## src/rtl/sm4_pkg.sv

```systemverilog
// ----------------------------------------------------------------------------
// sm4 package
// shared types, constants and round functions of the sm4 cipher engine
// ----------------------------------------------------------------------------
package sm4_pkg;

  localparam int unsigned BlockW = 64;
  localparam int unsigned CntW   = 5;
  localparam int unsigned CfgIdxW = 3;
  localparam int unsigned CfgW   = 64;

  typedef enum logic [CfgIdxW-1:0] {
    CfgKeyHigh  = 3'd0,
    CfgKeyLow   = 3'd1,
    CfgIvHigh   = 3'd2,
    CfgIvLow    = 3'd3,
    CfgChain    = 3'd4,
    CfgDir      = 3'd5
  } cfg_idx_e;

  typedef struct packed {
    logic [BlockW-1:0] block_high;
    logic [BlockW-1:0] block_low;
    logic [CntW-1:0]   byte_count;
    logic              last_block;
  } in_item_t;

  typedef struct packed {
    logic [BlockW-1:0] result_high;
    logic [BlockW-1:0] result_low;
    logic [CntW-1:0]   valid_bytes;
    logic              end_of_message;
    logic              pad_error;
  } out_item_t;

  // controller to datapath commands
  typedef struct packed {
    logic key_init;   // load key words xor fk
    logic key_step;   // one key schedule round
    logic blk_load;   // load block from input (with pad / chain)
    logic pad_load;   // load the extra all-pad block
    logic rnd_step;   // one cipher round
    logic finish;     // compute result, update chain
  } dp_cmd_t;

  localparam logic [31:0] Fk [4] = '{32'ha3b1bac6, 32'h56aa3350, 32'h677d9197, 32'hb27022dc};

  localparam logic [7:0] Sbox [256] = '{
    8'hd6,8'h90,8'he9,8'hfe,8'hcc,8'he1,8'h3d,8'hb7,8'h16,8'hb6,8'h14,8'hc2,8'h28,8'hfb,8'h2c,8'h05,
    8'h2b,8'h67,8'h9a,8'h76,8'h2a,8'hbe,8'h04,8'hc3,8'haa,8'h44,8'h13,8'h26,8'h49,8'h86,8'h06,8'h99,
    8'h9c,8'h42,8'h50,8'hf4,8'h91,8'hef,8'h98,8'h7a,8'h33,8'h54,8'h0b,8'h43,8'hed,8'hcf,8'hac,8'h62,
    8'he4,8'hb3,8'h1c,8'ha9,8'hc9,8'h08,8'he8,8'h95,8'h80,8'hdf,8'h94,8'hfa,8'h75,8'h8f,8'h3f,8'ha6,
    8'h47,8'h07,8'ha7,8'hfc,8'hf3,8'h73,8'h17,8'hba,8'h83,8'h59,8'h3c,8'h19,8'he6,8'h85,8'h4f,8'ha8,
    8'h68,8'h6b,8'h81,8'hb2,8'h71,8'h64,8'hda,8'h8b,8'hf8,8'heb,8'h0f,8'h4b,8'h70,8'h56,8'h9d,8'h35,
    8'h1e,8'h24,8'h0e,8'h5e,8'h63,8'h58,8'hd1,8'ha2,8'h25,8'h22,8'h7c,8'h3b,8'h01,8'h21,8'h78,8'h87,
    8'hd4,8'h00,8'h46,8'h57,8'h9f,8'hd3,8'h27,8'h52,8'h4c,8'h36,8'h02,8'he7,8'ha0,8'hc4,8'hc8,8'h9e,
    8'hea,8'hbf,8'h8a,8'hd2,8'h40,8'hc7,8'h38,8'hb5,8'ha3,8'hf7,8'hf2,8'hce,8'hf9,8'h61,8'h15,8'ha1,
    8'he0,8'hae,8'h5d,8'ha4,8'h9b,8'h34,8'h1a,8'h55,8'had,8'h93,8'h32,8'h30,8'hf5,8'h8c,8'hb1,8'he3,
    8'h1d,8'hf6,8'he2,8'h2e,8'h82,8'h66,8'hca,8'h60,8'hc0,8'h29,8'h23,8'hab,8'h0d,8'h53,8'h4e,8'h6f,
    8'hd5,8'hdb,8'h37,8'h45,8'hde,8'hfd,8'h8e,8'h2f,8'h03,8'hff,8'h6a,8'h72,8'h6d,8'h6c,8'h5b,8'h51,
    8'h8d,8'h1b,8'haf,8'h92,8'hbb,8'hdd,8'hbc,8'h7f,8'h11,8'hd9,8'h5c,8'h41,8'h1f,8'h10,8'h5a,8'hd8,
    8'h0a,8'hc1,8'h31,8'h88,8'ha5,8'hcd,8'h7b,8'hbd,8'h2d,8'h74,8'hd0,8'h12,8'hb8,8'he5,8'hb4,8'hb0,
    8'h89,8'h69,8'h97,8'h4a,8'h0c,8'h96,8'h77,8'h7e,8'h65,8'hb9,8'hf1,8'h09,8'hc5,8'h6e,8'hc6,8'h84,
    8'h18,8'hf0,8'h7d,8'hec,8'h3a,8'hdc,8'h4d,8'h20,8'h79,8'hee,8'h5f,8'h3e,8'hd7,8'hcb,8'h39,8'h48
  };

  // key schedule constant: byte j of ck[i] is (4*i+j)*7 mod 256
  function automatic logic [31:0] ck_word(input logic [4:0] i);
    logic [7:0] b0;
    b0 = {i, 2'b00} * 8'd7;
    return {b0, b0 + 8'd7, b0 + 8'd14, b0 + 8'd21};
  endfunction

  function automatic logic [31:0] subst(input logic [31:0] x);
    return {Sbox[x[31:24]], Sbox[x[23:16]], Sbox[x[15:8]], Sbox[x[7:0]]};
  endfunction

  function automatic logic [31:0] rotl(input logic [31:0] x, input int unsigned n);
    return (x << n) | (x >> (32 - n));
  endfunction

  function automatic logic [31:0] round_mix(input logic [31:0] x);
    logic [31:0] t;
    t = subst(x);
    return t ^ rotl(t, 2) ^ rotl(t, 10) ^ rotl(t, 18) ^ rotl(t, 24);
  endfunction

  function automatic logic [31:0] key_mix(input logic [31:0] x);
    logic [31:0] t;
    t = subst(x);
    return t ^ rotl(t, 13) ^ rotl(t, 23);
  endfunction

endpackage

```

## src/rtl/sm4_stream_if.sv

```systemverilog
// ----------------------------------------------------------------------------
// sm4 stream interface
// valid/ready channel carrying one payload item per transaction
// ----------------------------------------------------------------------------
interface sm4_stream_if #(
  parameter type payload_t = logic
);
  logic     valid;
  logic     ready;
  payload_t payload;

  modport source (output valid, output payload, input ready);
  modport sink   (input valid, input payload, output ready);
endinterface

```

## src/rtl/sm4_datapath.sv

```systemverilog
// ----------------------------------------------------------------------------
// sm4 datapath
// round key store, shared round unit, padding, chaining and result register
// ----------------------------------------------------------------------------
module sm4_datapath (
  input  logic               clk_i,
  input  logic               rst_ni,
  input  sm4_pkg::dp_cmd_t   cmd_i,
  input  logic [4:0]         round_i,
  input  logic               msg_start_i,
  input  logic               chain_mode_i,
  input  logic               direction_i,
  input  logic [127:0]       key_i,
  input  logic [127:0]       iv_i,
  input  sm4_pkg::in_item_t  item_i,
  input  logic               eom_i,
  output sm4_pkg::out_item_t result_o
);
  import sm4_pkg::*;

  logic [31:0]  rk_mem [32];
  logic [31:0]  rk_q;
  logic [127:0] kw_q, kw_d;
  logic [127:0] x_q, x_d;
  logic [127:0] chain_q, chain_d;
  logic [127:0] cin_q;
  logic [127:0] blk_in;
  logic [127:0] padded;
  logic [4:0]   n_eff;
  logic         pad_hi_err;
  logic [31:0]  nk;
  logic [31:0]  nx;
  logic [127:0] plain;
  logic [127:0] ciph_out;
  logic [4:0]   rd_addr;
  logic [7:0]   pval;
  out_item_t    res_d, res_q;

  assign blk_in = {item_i.block_high, item_i.block_low};

  // padding of the final partial block
  always_comb begin
    n_eff = (item_i.byte_count > 5'd16 || !item_i.last_block) ? 5'd16 : item_i.byte_count;
    for (int b = 0; b < 16; b++) begin
      padded[127-8*b -: 8] = (5'(b) < n_eff) ?
        blk_in[127-8*b -: 8] : 8'(5'd16 - n_eff);
    end
  end

  // key schedule round and cipher round share the sbox style of logic
  assign nk = kw_q[127:96] ^ key_mix(kw_q[95:64] ^ kw_q[63:32] ^ kw_q[31:0] ^ ck_word(round_i));
  assign nx = x_q[127:96] ^ round_mix(x_q[95:64] ^ x_q[63:32] ^ x_q[31:0] ^ rk_q);

  assign ciph_out = {x_q[31:0], x_q[63:32], x_q[95:64], x_q[127:96]};

  always_comb begin
    kw_d = kw_q;
    if (cmd_i.key_init) begin
      kw_d = key_i ^ {Fk[0], Fk[1], Fk[2], Fk[3]};
    end else if (cmd_i.key_step) begin
      kw_d = {kw_q[95:0], nk};
    end
  end

  // chain value used by the current block
  logic [127:0] chain_use;
  assign chain_use = msg_start_i ? iv_i : chain_q;

  always_comb begin
    x_d = x_q;
    if (cmd_i.blk_load) begin
      if (direction_i) x_d = blk_in;
      else x_d = padded ^ (chain_mode_i ? chain_use : '0);
    end else if (cmd_i.pad_load) begin
      // extra pad block chains on the ciphertext finished in this cycle
      x_d = {16{8'h10}} ^ (chain_mode_i ? ciph_out : '0);
    end else if (cmd_i.rnd_step) begin
      x_d = {x_q[95:0], nx};
    end
  end

  // result and chaining update
  assign plain = ciph_out ^ (chain_mode_i ? cin_q : '0);
  assign pval = plain[7:0];
  assign pad_hi_err = (pval == 8'd0) || (pval > 8'd16);

  always_comb begin
    chain_d = chain_q;
    res_d = res_q;
    if (cmd_i.blk_load) begin
      chain_d = chain_use;
    end
    if (cmd_i.finish) begin
      if (direction_i) begin
        chain_d = cin_q;
        res_d.result_high = plain[127:64];
        res_d.result_low = plain[63:0];
        res_d.valid_bytes = (eom_i && !pad_hi_err) ? 5'(8'd16 - pval) : 5'd16;
        res_d.pad_error = eom_i && pad_hi_err;
      end else begin
        chain_d = ciph_out;
        res_d.result_high = ciph_out[127:64];
        res_d.result_low = ciph_out[63:0];
        res_d.valid_bytes = 5'd16;
        res_d.pad_error = 1'b0;
      end
      res_d.end_of_message = eom_i;
    end
  end

  // decrypt chaining input: ciphertext for next, previous chain for xor
  logic [127:0] cin_d;
  always_comb begin
    cin_d = cin_q;
    if (cmd_i.blk_load) begin
      cin_d = direction_i ? chain_use : '0;
    end
    if (cmd_i.finish && direction_i) begin
      cin_d = cin_q;
    end
  end

  // decrypt stores the ciphertext separately for the next chain value
  logic [127:0] ct_q;

  always_ff @(posedge clk_i or negedge rst_ni) begin
    if (!rst_ni) begin
      chain_q <= '0;
    end else begin
      if (cmd_i.finish && direction_i) chain_q <= ct_q;
      else chain_q <= chain_d;
    end
  end

  always_ff @(posedge clk_i) begin
    kw_q <= kw_d;
    x_q <= x_d;
    cin_q <= cin_d;
    res_q <= res_d;
    if (cmd_i.blk_load) ct_q <= blk_in;
  end

  // round key store; the key read is registered, so the address leads its round
  assign rd_addr = direction_i ? ~round_i : round_i;
  always_ff @(posedge clk_i) begin
    if (cmd_i.key_step) rk_mem[round_i] <= nk;
    rk_q <= rk_mem[rd_addr];
  end

  assign result_o = res_q;

endmodule

```

## src/rtl/sm4_ctrl.sv

```systemverilog
// ----------------------------------------------------------------------------
// sm4 controller
// sequences key expansion, cipher rounds and the extra padding block
// ----------------------------------------------------------------------------
module sm4_ctrl (
  input  logic             clk_i,
  input  logic             rst_ni,
  input  logic             in_valid_i,
  output logic             in_ready_o,
  input  logic             in_last_i,
  input  logic [4:0]       in_count_i,
  input  logic             direction_i,
  input  logic             key_write_i,
  output logic             out_valid_o,
  input  logic             out_ready_i,
  output sm4_pkg::dp_cmd_t cmd_o,
  output logic [4:0]       round_o,
  output logic             msg_start_o,
  output logic             eom_o
);
  import sm4_pkg::*;

  typedef enum logic [5:0] {
    StIdle  = 6'b000001,
    StKey   = 6'b000010,
    StLoad  = 6'b000100,
    StRound = 6'b001000,
    StFin   = 6'b010000,
    StOut   = 6'b100000
  } state_e;

  state_e     state_q, state_d;
  logic [4:0] rnd_q, rnd_d;
  logic       keys_ok_q, keys_ok_d;
  logic       start_q, start_d;
  logic       last_q, last_d;
  logic       extra_q, extra_d;
  logic       ovalid_q, ovalid_d;
  logic       in_fire;

  // a new block may be taken while the previous result waits, as long as
  // the result register is free by the time it is rewritten
  assign in_ready_o = (state_q == StIdle) && keys_ok_q;
  assign in_fire = in_valid_i && in_ready_o;

  always_comb begin
    state_d = state_q;
    rnd_d = rnd_q;
    keys_ok_d = keys_ok_q && !key_write_i;
    start_d = start_q;
    last_d = last_q;
    extra_d = extra_q;
    ovalid_d = ovalid_q && !out_ready_i;
    cmd_o = '0;
    eom_o = last_q && !extra_q;
    unique case (state_q)
      StIdle: begin
        if (!keys_ok_q) begin
          // expand round keys before the waiting block is taken
          if (in_valid_i) begin
            cmd_o.key_init = 1'b1;
            rnd_d = '0;
            state_d = StKey;
          end
        end else if (in_fire) begin
          last_d = in_last_i;
          extra_d = in_last_i && !direction_i && (in_count_i >= 5'd16);
          rnd_d = '0;
          cmd_o.blk_load = 1'b1;
          state_d = StLoad;
        end
      end
      StKey: begin
        cmd_o.key_step = 1'b1;
        rnd_d = rnd_q + 5'd1;
        if (rnd_q == 5'd31) begin
          keys_ok_d = 1'b1;
          state_d = StIdle;
        end
      end
      StLoad: begin
        // key read for round 0 is in flight
        start_d = 1'b0;
        rnd_d = 5'd1;
        state_d = StRound;
      end
      StRound: begin
        cmd_o.rnd_step = 1'b1;
        rnd_d = rnd_q + 5'd1;
        if (rnd_q == 5'd0) state_d = StFin;
      end
      StFin: begin
        if (!ovalid_q || out_ready_i) begin
          cmd_o.finish = 1'b1;
          ovalid_d = 1'b1;
          if (extra_q) begin
            extra_d = 1'b0;
            cmd_o.pad_load = 1'b1;
            rnd_d = '0;
            state_d = StOut;
          end else begin
            if (last_q) start_d = 1'b1;
            state_d = StIdle;
          end
        end
      end
      StOut: begin
        // pad block loaded, prime key read like the load state
        rnd_d = 5'd1;
        state_d = StRound;
      end
      default: state_d = StIdle;
    endcase
  end

  // round index drives key address; during load it points at round 0
  assign round_o = (state_q == StIdle || state_q == StFin) ? 5'd0 : rnd_q;
  assign msg_start_o = start_q;
  assign out_valid_o = ovalid_q;

  always_ff @(posedge clk_i or negedge rst_ni) begin
    if (!rst_ni) begin
      state_q <= StIdle;
      rnd_q <= '0;
      keys_ok_q <= 1'b0;
      start_q <= 1'b1;
      last_q <= 1'b0;
      extra_q <= 1'b0;
      ovalid_q <= 1'b0;
    end else begin
      state_q <= state_d;
      rnd_q <= rnd_d;
      keys_ok_q <= keys_ok_d;
      start_q <= start_d;
      last_q <= last_d;
      extra_q <= extra_d;
      ovalid_q <= ovalid_d;
    end
  end

endmodule

```

## src/rtl/sm4_block_cipher_ecb_cbc_unit.sv

```systemverilog
// ----------------------------------------------------------------------------
// sm4 block cipher ecb/cbc unit
// sm4 engine with pkcs7 style padding and pad removal
// ----------------------------------------------------------------------------
// Usage:
//   in_if carries one 128-bit block per transaction with a byte count and a
//   last flag; out_if returns result blocks. Configuration registers (key,
//   iv, chain mode, direction) are written through cfg_we_i / cfg_idx_i /
//   cfg_wdata_i; the user must write them only while the unit is idle, as
//   the unit does not enforce this. After a key write, a waiting block
//   first triggers the 32-step key schedule on the shared key round logic
//   and is accepted after. Each block then runs a load step, 32 cipher
//   rounds on one round unit and a finish step; a new block is accepted
//   only after the round loop is done. A full final encrypt block yields a
//   second padding block, run through the rounds after the first result.
//   The result register holds a result until taken; a stalled receiver
//   holds the unit in its finish step, and the next block is accepted once
//   the unit is back to idle.
//   Reset clears control state, marks keys as not expanded and starts a
//   new message; the round key store has no reset.
// ----------------------------------------------------------------------------
module sm4_block_cipher_ecb_cbc_unit (
  input  logic                        clk_i,
  input  logic                        rst_ni,
  input  logic                        cfg_we_i,
  input  logic [sm4_pkg::CfgIdxW-1:0] cfg_idx_i,
  input  logic [sm4_pkg::CfgW-1:0]    cfg_wdata_i,
  sm4_stream_if.sink                  in_if,
  sm4_stream_if.source                out_if
);
  import sm4_pkg::*;

  logic [63:0] key_hi_q, key_lo_q, iv_hi_q, iv_lo_q;
  logic        chain_q, dir_q;
  logic        key_write;
  dp_cmd_t     cmd;
  logic [4:0]  round;
  logic        msg_start;
  logic        eom;
  in_item_t    item;

  assign item = in_if.payload;
  assign key_write = cfg_we_i &&
    (cfg_idx_i == CfgKeyHigh || cfg_idx_i == CfgKeyLow);

  // configuration registers
  always_ff @(posedge clk_i or negedge rst_ni) begin
    if (!rst_ni) begin
      key_hi_q <= '0;
      key_lo_q <= '0;
      iv_hi_q <= '0;
      iv_lo_q <= '0;
      chain_q <= 1'b0;
      dir_q <= 1'b0;
    end else if (cfg_we_i) begin
      unique case (cfg_idx_i)
        CfgKeyHigh: key_hi_q <= cfg_wdata_i;
        CfgKeyLow:  key_lo_q <= cfg_wdata_i;
        CfgIvHigh:  iv_hi_q <= cfg_wdata_i;
        CfgIvLow:   iv_lo_q <= cfg_wdata_i;
        CfgChain:   chain_q <= cfg_wdata_i[0];
        CfgDir:     dir_q <= cfg_wdata_i[0];
        default: ;
      endcase
    end
  end

  sm4_ctrl u_ctrl (
    .clk_i       (clk_i),
    .rst_ni      (rst_ni),
    .in_valid_i  (in_if.valid),
    .in_ready_o  (in_if.ready),
    .in_last_i   (item.last_block),
    .in_count_i  (item.byte_count),
    .direction_i (dir_q),
    .key_write_i (key_write),
    .out_valid_o (out_if.valid),
    .out_ready_i (out_if.ready),
    .cmd_o       (cmd),
    .round_o     (round),
    .msg_start_o (msg_start),
    .eom_o       (eom)
  );

  sm4_datapath u_dp (
    .clk_i        (clk_i),
    .rst_ni       (rst_ni),
    .cmd_i        (cmd),
    .round_i      (round),
    .msg_start_i  (msg_start),
    .chain_mode_i (chain_q),
    .direction_i  (dir_q),
    .key_i        ({key_hi_q, key_lo_q}),
    .iv_i         ({iv_hi_q, iv_lo_q}),
    .item_i       (item),
    .eom_i        (eom),
    .result_o     (out_if.payload)
  );

  // assertions
  a_no_accept_busy: assert property (@(posedge clk_i) disable iff (!rst_ni)
    (cmd.rnd_step || cmd.key_step) |-> !in_if.ready)
    else $error("input accepted while rounds run");
  a_cmd_onehot: assert property (@(posedge clk_i) disable iff (!rst_ni)
    $onehot0({cmd.key_step, cmd.rnd_step, cmd.finish}))
    else $error("conflicting datapath commands");
  a_out_hold: assert property (@(posedge clk_i) disable iff (!rst_ni)
    (out_if.valid && !out_if.ready) |=> out_if.valid)
    else $error("result dropped under stall");

endmodule

```

## src/flat_wrapper.sv

```systemverilog
// flat-port wrapper written by rule: the top's interface ports become plain ports
module sm4_block_cipher_ecb_cbc_unit_flat import sm4_pkg::*;
  (clk_i, rst_ni, cfg_we_i, cfg_idx_i, cfg_wdata_i, in_if_valid, in_if_payload, in_if_ready, out_if_valid, out_if_payload, out_if_ready);
  sm4_stream_if #(.payload_t(in_item_t)) in_if_i ();
  sm4_stream_if #(.payload_t(out_item_t)) out_if_i ();
  input  logic clk_i;
  input  logic rst_ni;
  input  logic cfg_we_i;
  input  logic [sm4_pkg::CfgIdxW-1:0] cfg_idx_i;
  input  logic [sm4_pkg::CfgW-1:0] cfg_wdata_i;
  input wire logic [$bits(in_if_i.valid)-1:0] in_if_valid;
  input wire logic [$bits(in_if_i.payload)-1:0] in_if_payload;
  output wire logic [$bits(in_if_i.ready)-1:0] in_if_ready;
  output wire logic [$bits(out_if_i.valid)-1:0] out_if_valid;
  output wire logic [$bits(out_if_i.payload)-1:0] out_if_payload;
  input wire logic [$bits(out_if_i.ready)-1:0] out_if_ready;
  assign in_if_i.valid = in_if_valid;
  assign in_if_i.payload = in_if_payload;
  assign in_if_ready = in_if_i.ready;
  assign out_if_valid = out_if_i.valid;
  assign out_if_payload = out_if_i.payload;
  assign out_if_i.ready = out_if_ready;
  sm4_block_cipher_ecb_cbc_unit u_core (.clk_i(clk_i), .rst_ni(rst_ni), .cfg_we_i(cfg_we_i), .cfg_idx_i(cfg_idx_i), .cfg_wdata_i(cfg_wdata_i), .in_if(in_if_i), .out_if(out_if_i));
endmodule
```

## config.mk

```make
export PLATFORM = sky130hd
export DESIGN_NAME = sm4_block_cipher_ecb_cbc_unit_flat
export DESIGN_NICKNAME = d
export VERILOG_FILES = /design/src/rtl/sm4_pkg.sv /design/src/rtl/sm4_stream_if.sv /design/src/rtl/sm4_datapath.sv /design/src/rtl/sm4_ctrl.sv /design/src/rtl/sm4_block_cipher_ecb_cbc_unit.sv /design/src/flat_wrapper.sv
export SDC_FILE = /design/constraint.sdc
export NUM_CORES = 2
export LEC_CHECK = 0
export BUFFER_PORTS_ARGS = -buffer_cell sky130_fd_sc_hd__buf_4
export CAP_MARGIN = 20
export CELL_PAD_IN_SITES_DETAIL_PLACEMENT = 1
export CELL_PAD_IN_SITES_GLOBAL_PLACEMENT = 1
export CORE_ASPECT_RATIO = 0.7
export CORE_MARGIN = 4
export CORE_UTILIZATION = 35
export CTS_BUF_LIST = sky130_fd_sc_hd__clkbuf_16
export CTS_CLUSTER_SIZE = 40
export DETAILED_ROUTE_END_ITERATION = 16
export PLACE_DENSITY_LB_ADDON = 0.3
export SKIP_CTS_REPAIR_TIMING = 1
export SKIP_LAST_GASP = 1
export SLEW_MARGIN = 20
export SYNTH_ARGS = -nofsm -noshare
export SYNTH_HDL_FRONTEND = slang
export SYNTH_HIERARCHICAL = 1
export SYNTH_SLANG_ARGS = --single-unit
```

## constraint.sdc

```tcl
create_clock -name clk_i -period 15.2 [get_ports clk_i]
set_clock_uncertainty 0.05 [all_clocks]
set_input_delay 3.04 -clock clk_i [delete_from_list [all_inputs] [get_ports clk_i]]
set_output_delay 3.04 -clock clk_i [all_outputs]
set_load 0.05 [all_outputs]
```

==> run_results.csv <==
group,metric,value,unit
place,place.gp.congestion,0.986,
cts,clockBufferDepth,4,
timing,clock.fmax,120,MHz
grt,grt_pass1_vias,95700,
timing,slew_headroom,20.1,%
synthesis,synth-seq-cells,2105,
place,portBuffers,342,
flow_run,max-cap-violations,0,
cells_and_area,syn2layout_area_growth,13.0,%
cts,insertion_delay,0.89,ns
min_path,min_path_cells,1,
synthesis,ys_seq_area_share,51.5,%
synthesis,yosys_warnings,6,
place,dp_hpwl,373000,µm
cells_and_area,post_route_cells_drive_above_1_share,18.8,%
min_path,hp-start,"u_core/key_hi_q[53]$_DFFE_PN0P_",
cts,clkSlewWorstSetupHoldPaths,0.07,ns
min_path,hold_path_class,"reg -> reg",
floorplanning,boundaryPins,343,
cells_and_area,fillers,35800,
routing,drcViolationCount,0,
cts,ctsHtreeMaxLevel,4,
timing,worst_pin_slew,1.20,ns
timing,drv_slew,0,
synthesis,synth_nets,10700,
cells_and_area,final_nets,10700,
setup_path,crit_type,"reg -> reg",
synthesis,synth_top_cell_by_area,"edfxtp_1",
setup_path,reg2reg_depth,21,
routing,num_vias,98500,
timing,period_share,54.9,%
routing,wl_per_cell,37.0,µm
synthesis,synth_area,118000,µm²
synthesis,ys.flop_type,"edfxtp_1",
grt,grt_antenna_before_repair,98,
routing,drt-initial-drc-count,13700,
floorplanning,core,336000,µm²
cts,clock-sinks,2105,
synthesis,yosys-top-cells-area,"edfxtp_1, dfrtp_1, mux4_2, mux2_2, a21oi_1",
cts,cts_tree,"built",
grt,track_usage,31.1,%
floorplanning,die_h,494,µm
routing,dr.pass1.iters,8,
setup_path,r2r_start,"u_core/u_ctrl/state_q[0]$_DFFE_PN1P_",
grt,grt.overflow.total,0,
setup_path,crit_arrival,9.03,ns
min_path,min_to,"u_core/key_hi_q[53]$_DFFE_PN0P_",
timing,fin_crit,8.34,ns
setup_path,r2r-end,"u_core/u_dp/kw_q[1]$_DFFE_PP_",
setup_path,crit_required,15.90,ns
timing,finalHoldViolCount,0,
floorplanning,dieArea,347000,µm²
grt,grt_max_degree,180,
floorplanning,initial_core_util,35.2,%
cts,clockRootBuffer,"clkbuf_16",
synthesis,syn_inst,10400,
setup_path,cp-start-kind,"flip-flop",
timing,setup_tns,0,ns
routing,routed_wl,559000,µm
grt,grt_pass1_wl,777000,µm
routing,vias_per_cell,6.52,
timing,rsz0062_at_grt,"false",
setup_path,regToRegSetupSlack,6.86,ns
setup_path,worstPathMaxFanout,38,
floorplanning,dieWidth,703,µm
synthesis,synth_top_area_share,42.4,%
synthesis,yosysUniqueCellTypes,119,
timing,finalSetupViolations,0,
floorplanning,placementRows,178,
synthesis,synth_edf_count,1671,
routing,final_antenna_net_count,0,
run_status,status,"finished, final reports clean",
cts,numCtsBuffers,215,
synthesis,avgSynthCellArea,11.3,µm²
synthesis,async_flop_share,19.1,%
setup_path,critPathCaptureType,"flip-flop",
==> worst max-delay path by stage <==
stage                                                    start                                 end  slack, ns  depth (start not counted)
after floorplan                                    in_if_valid  u_core/u_dp/cin_q[0]$_SDFFCE_PN0P_       1.17                          6
after global placement    u_core/u_ctrl/state_q[0]$_DFFE_PN1P_       u_core/u_dp/kw_q[1]$_DFFE_PP_       6.77                         21
after detailed placement  u_core/u_ctrl/state_q[0]$_DFFE_PN1P_       u_core/u_dp/kw_q[1]$_DFFE_PP_       6.94                         21
after CTS                 u_core/u_ctrl/state_q[0]$_DFFE_PN1P_       u_core/u_dp/kw_q[1]$_DFFE_PP_       6.95                         21
after global routing      u_core/u_ctrl/state_q[0]$_DFFE_PN1P_       u_core/u_dp/kw_q[1]$_DFFE_PP_       6.58                         21
final                     u_core/u_ctrl/state_q[0]$_DFFE_PN1P_       u_core/u_dp/kw_q[1]$_DFFE_PP_       6.86                         21
==> cell usage after synthesis, types with 71 or more instances <==
cell and instances:
a211oi_1 282, a21oi_1 870, a221oi_1 89, a311oi_1 98, a31oi_1 132, and3_1 186, buf_1 108, buf_2 183
clkbuf_1 560, dfrtp_1 400, edfxtp_1 1671, ha_1 91, mux2_2 403, mux2i_1 259, mux4_2 333, nand2_1 913
nand2b_1 71, nand3_1 217, nor2_1 802, nor3_1 193, o211ai_1 119, o21ai_0 663, o221ai_1 81, o22ai_1 98
xnor2_1 454, xor2_1 166
==> state kept, by name, summed over array words and instances (netlist names), 128 cells and up <==
register              cells
u_core/u_dp/chain_q     128
u_core/u_dp/result_o    135
u_core/u_dp/cin_q       128
u_core/u_dp/kw_q        128
u_core/u_dp/rk_mem     1024
u_core/u_dp/ct_q        128
u_core/u_dp/x_q         128
==> layout make-up <==
| cell class | instances | area, µm² | area share (%) |
|---|---|---|---|
| Clock buffer | 221 | 5530 | 4.14 |
| Tap cell | 4500 | 5630 | 4.21 |
| Inverter | 77 | 295 | 0.221 |
| Multi-Input combinational cell | 7319 | 54600 | 40.9 |
| Antenna cell | 56 | 140 | 0.105 |
| Sequential cell | 2105 | 60900 | 45.6 |
| Clock inverter | 174 | 1390 | 1.04 |
| Timing Repair Buffer | 658 | 5110 | 3.83 |
==> per-layer routing <==
layer	vias up	part of all wire, %	wire [µm]	GRT usage [%]
met5	-	0.066	367	0
met4	56	4.0	22300	10.9
met3	951	11	60800	7.84
met2	6052	42	237000	44.8
met1	51500	43	239000	45.1
li1	39900	-	-	-
==> cells in the final DEF (no fill, tap or decap), drive strengths merged, types with 70 or more instances in the layout <==
cell type / n
a211oi: 285
a21oi: 874
a221oi: 90
a311oi: 100
a31oi: 132
and3: 186
buf: 657
clkbuf: 221
clkinv: 106
dfrtp: 400
edfxtp: 1671
ha: 91
inv: 113
mux2: 409
mux2i: 259
mux4: 333
nand2: 917
nand2b: 71
nand3: 217
nor2: 808
nor3: 196
o211ai: 120
o21ai: 695
o221ai: 82
o22ai: 98
o311ai: 70
xnor2: 468
xor2: 174
==> per-stage QoR <==
| stage | setup WS (ns) | cells | area (µm²) | utilization [%] | hold WS (ns) |
|---|---|---|---|---|---|
| 2_1_floorplan | 1.17 | 10400 | 118000 | - | 0.402 |
| 3_3_place_gp | 6.77 | 14700 | 126000 | 37.6 | 0.419 |
| 3_5_place_dp | 6.94 | 14700 | 126000 | 37.6 | 0.431 |
| 4_1_cts | 6.95 | 15100 | 133000 | 39.7 | 0.445 |
| 5_1_grt | 6.58 | 15100 | 134000 | 39.7 | 0.457 |
| 6_report | 6.86 | 15100 | 134000 | 39.8 | 0.444 |
==> logic make-up after synthesis <==
kind of cell | Yosys count | synth area share [%]
AOI/OAI and AO/OA | 3002 | 16.4
and+or+nand+nor | 2557 | 9.58
DFF | 2105 | 51.5
buffers and inverters | 1002 | 3.72
muxes | 1001 | 12.4
xor gates and xnor gates | 658 | 5.21
adders and majority gates | 101 | 1.12
==> worst max-delay path, cell delays in order (launching register included) <==
cell      delay (ns)
dfstp_2         0.66
xnor2_1         0.16
nor2_1          0.13
a21oi_1         0.70
inv_1           0.30
fa_1            0.57
inv_1           0.06
ha_1            0.21
fa_1            1.05
xnor2_1         0.20
xnor2_1         0.45
xor2_2          0.18
buf_4           0.45
nor3_1          0.10
o31ai_1         0.32
a21oi_1         0.14
a211oi_1        0.29
a211oi_1        0.10
a21oi_1         0.76
xnor2_1         0.30
xnor2_4         0.75
mux2_2          0.29
Power is left out: the tool's default activity adds up to more than one toggle a clock period on the data nets, which glitch-free logic cannot reach.
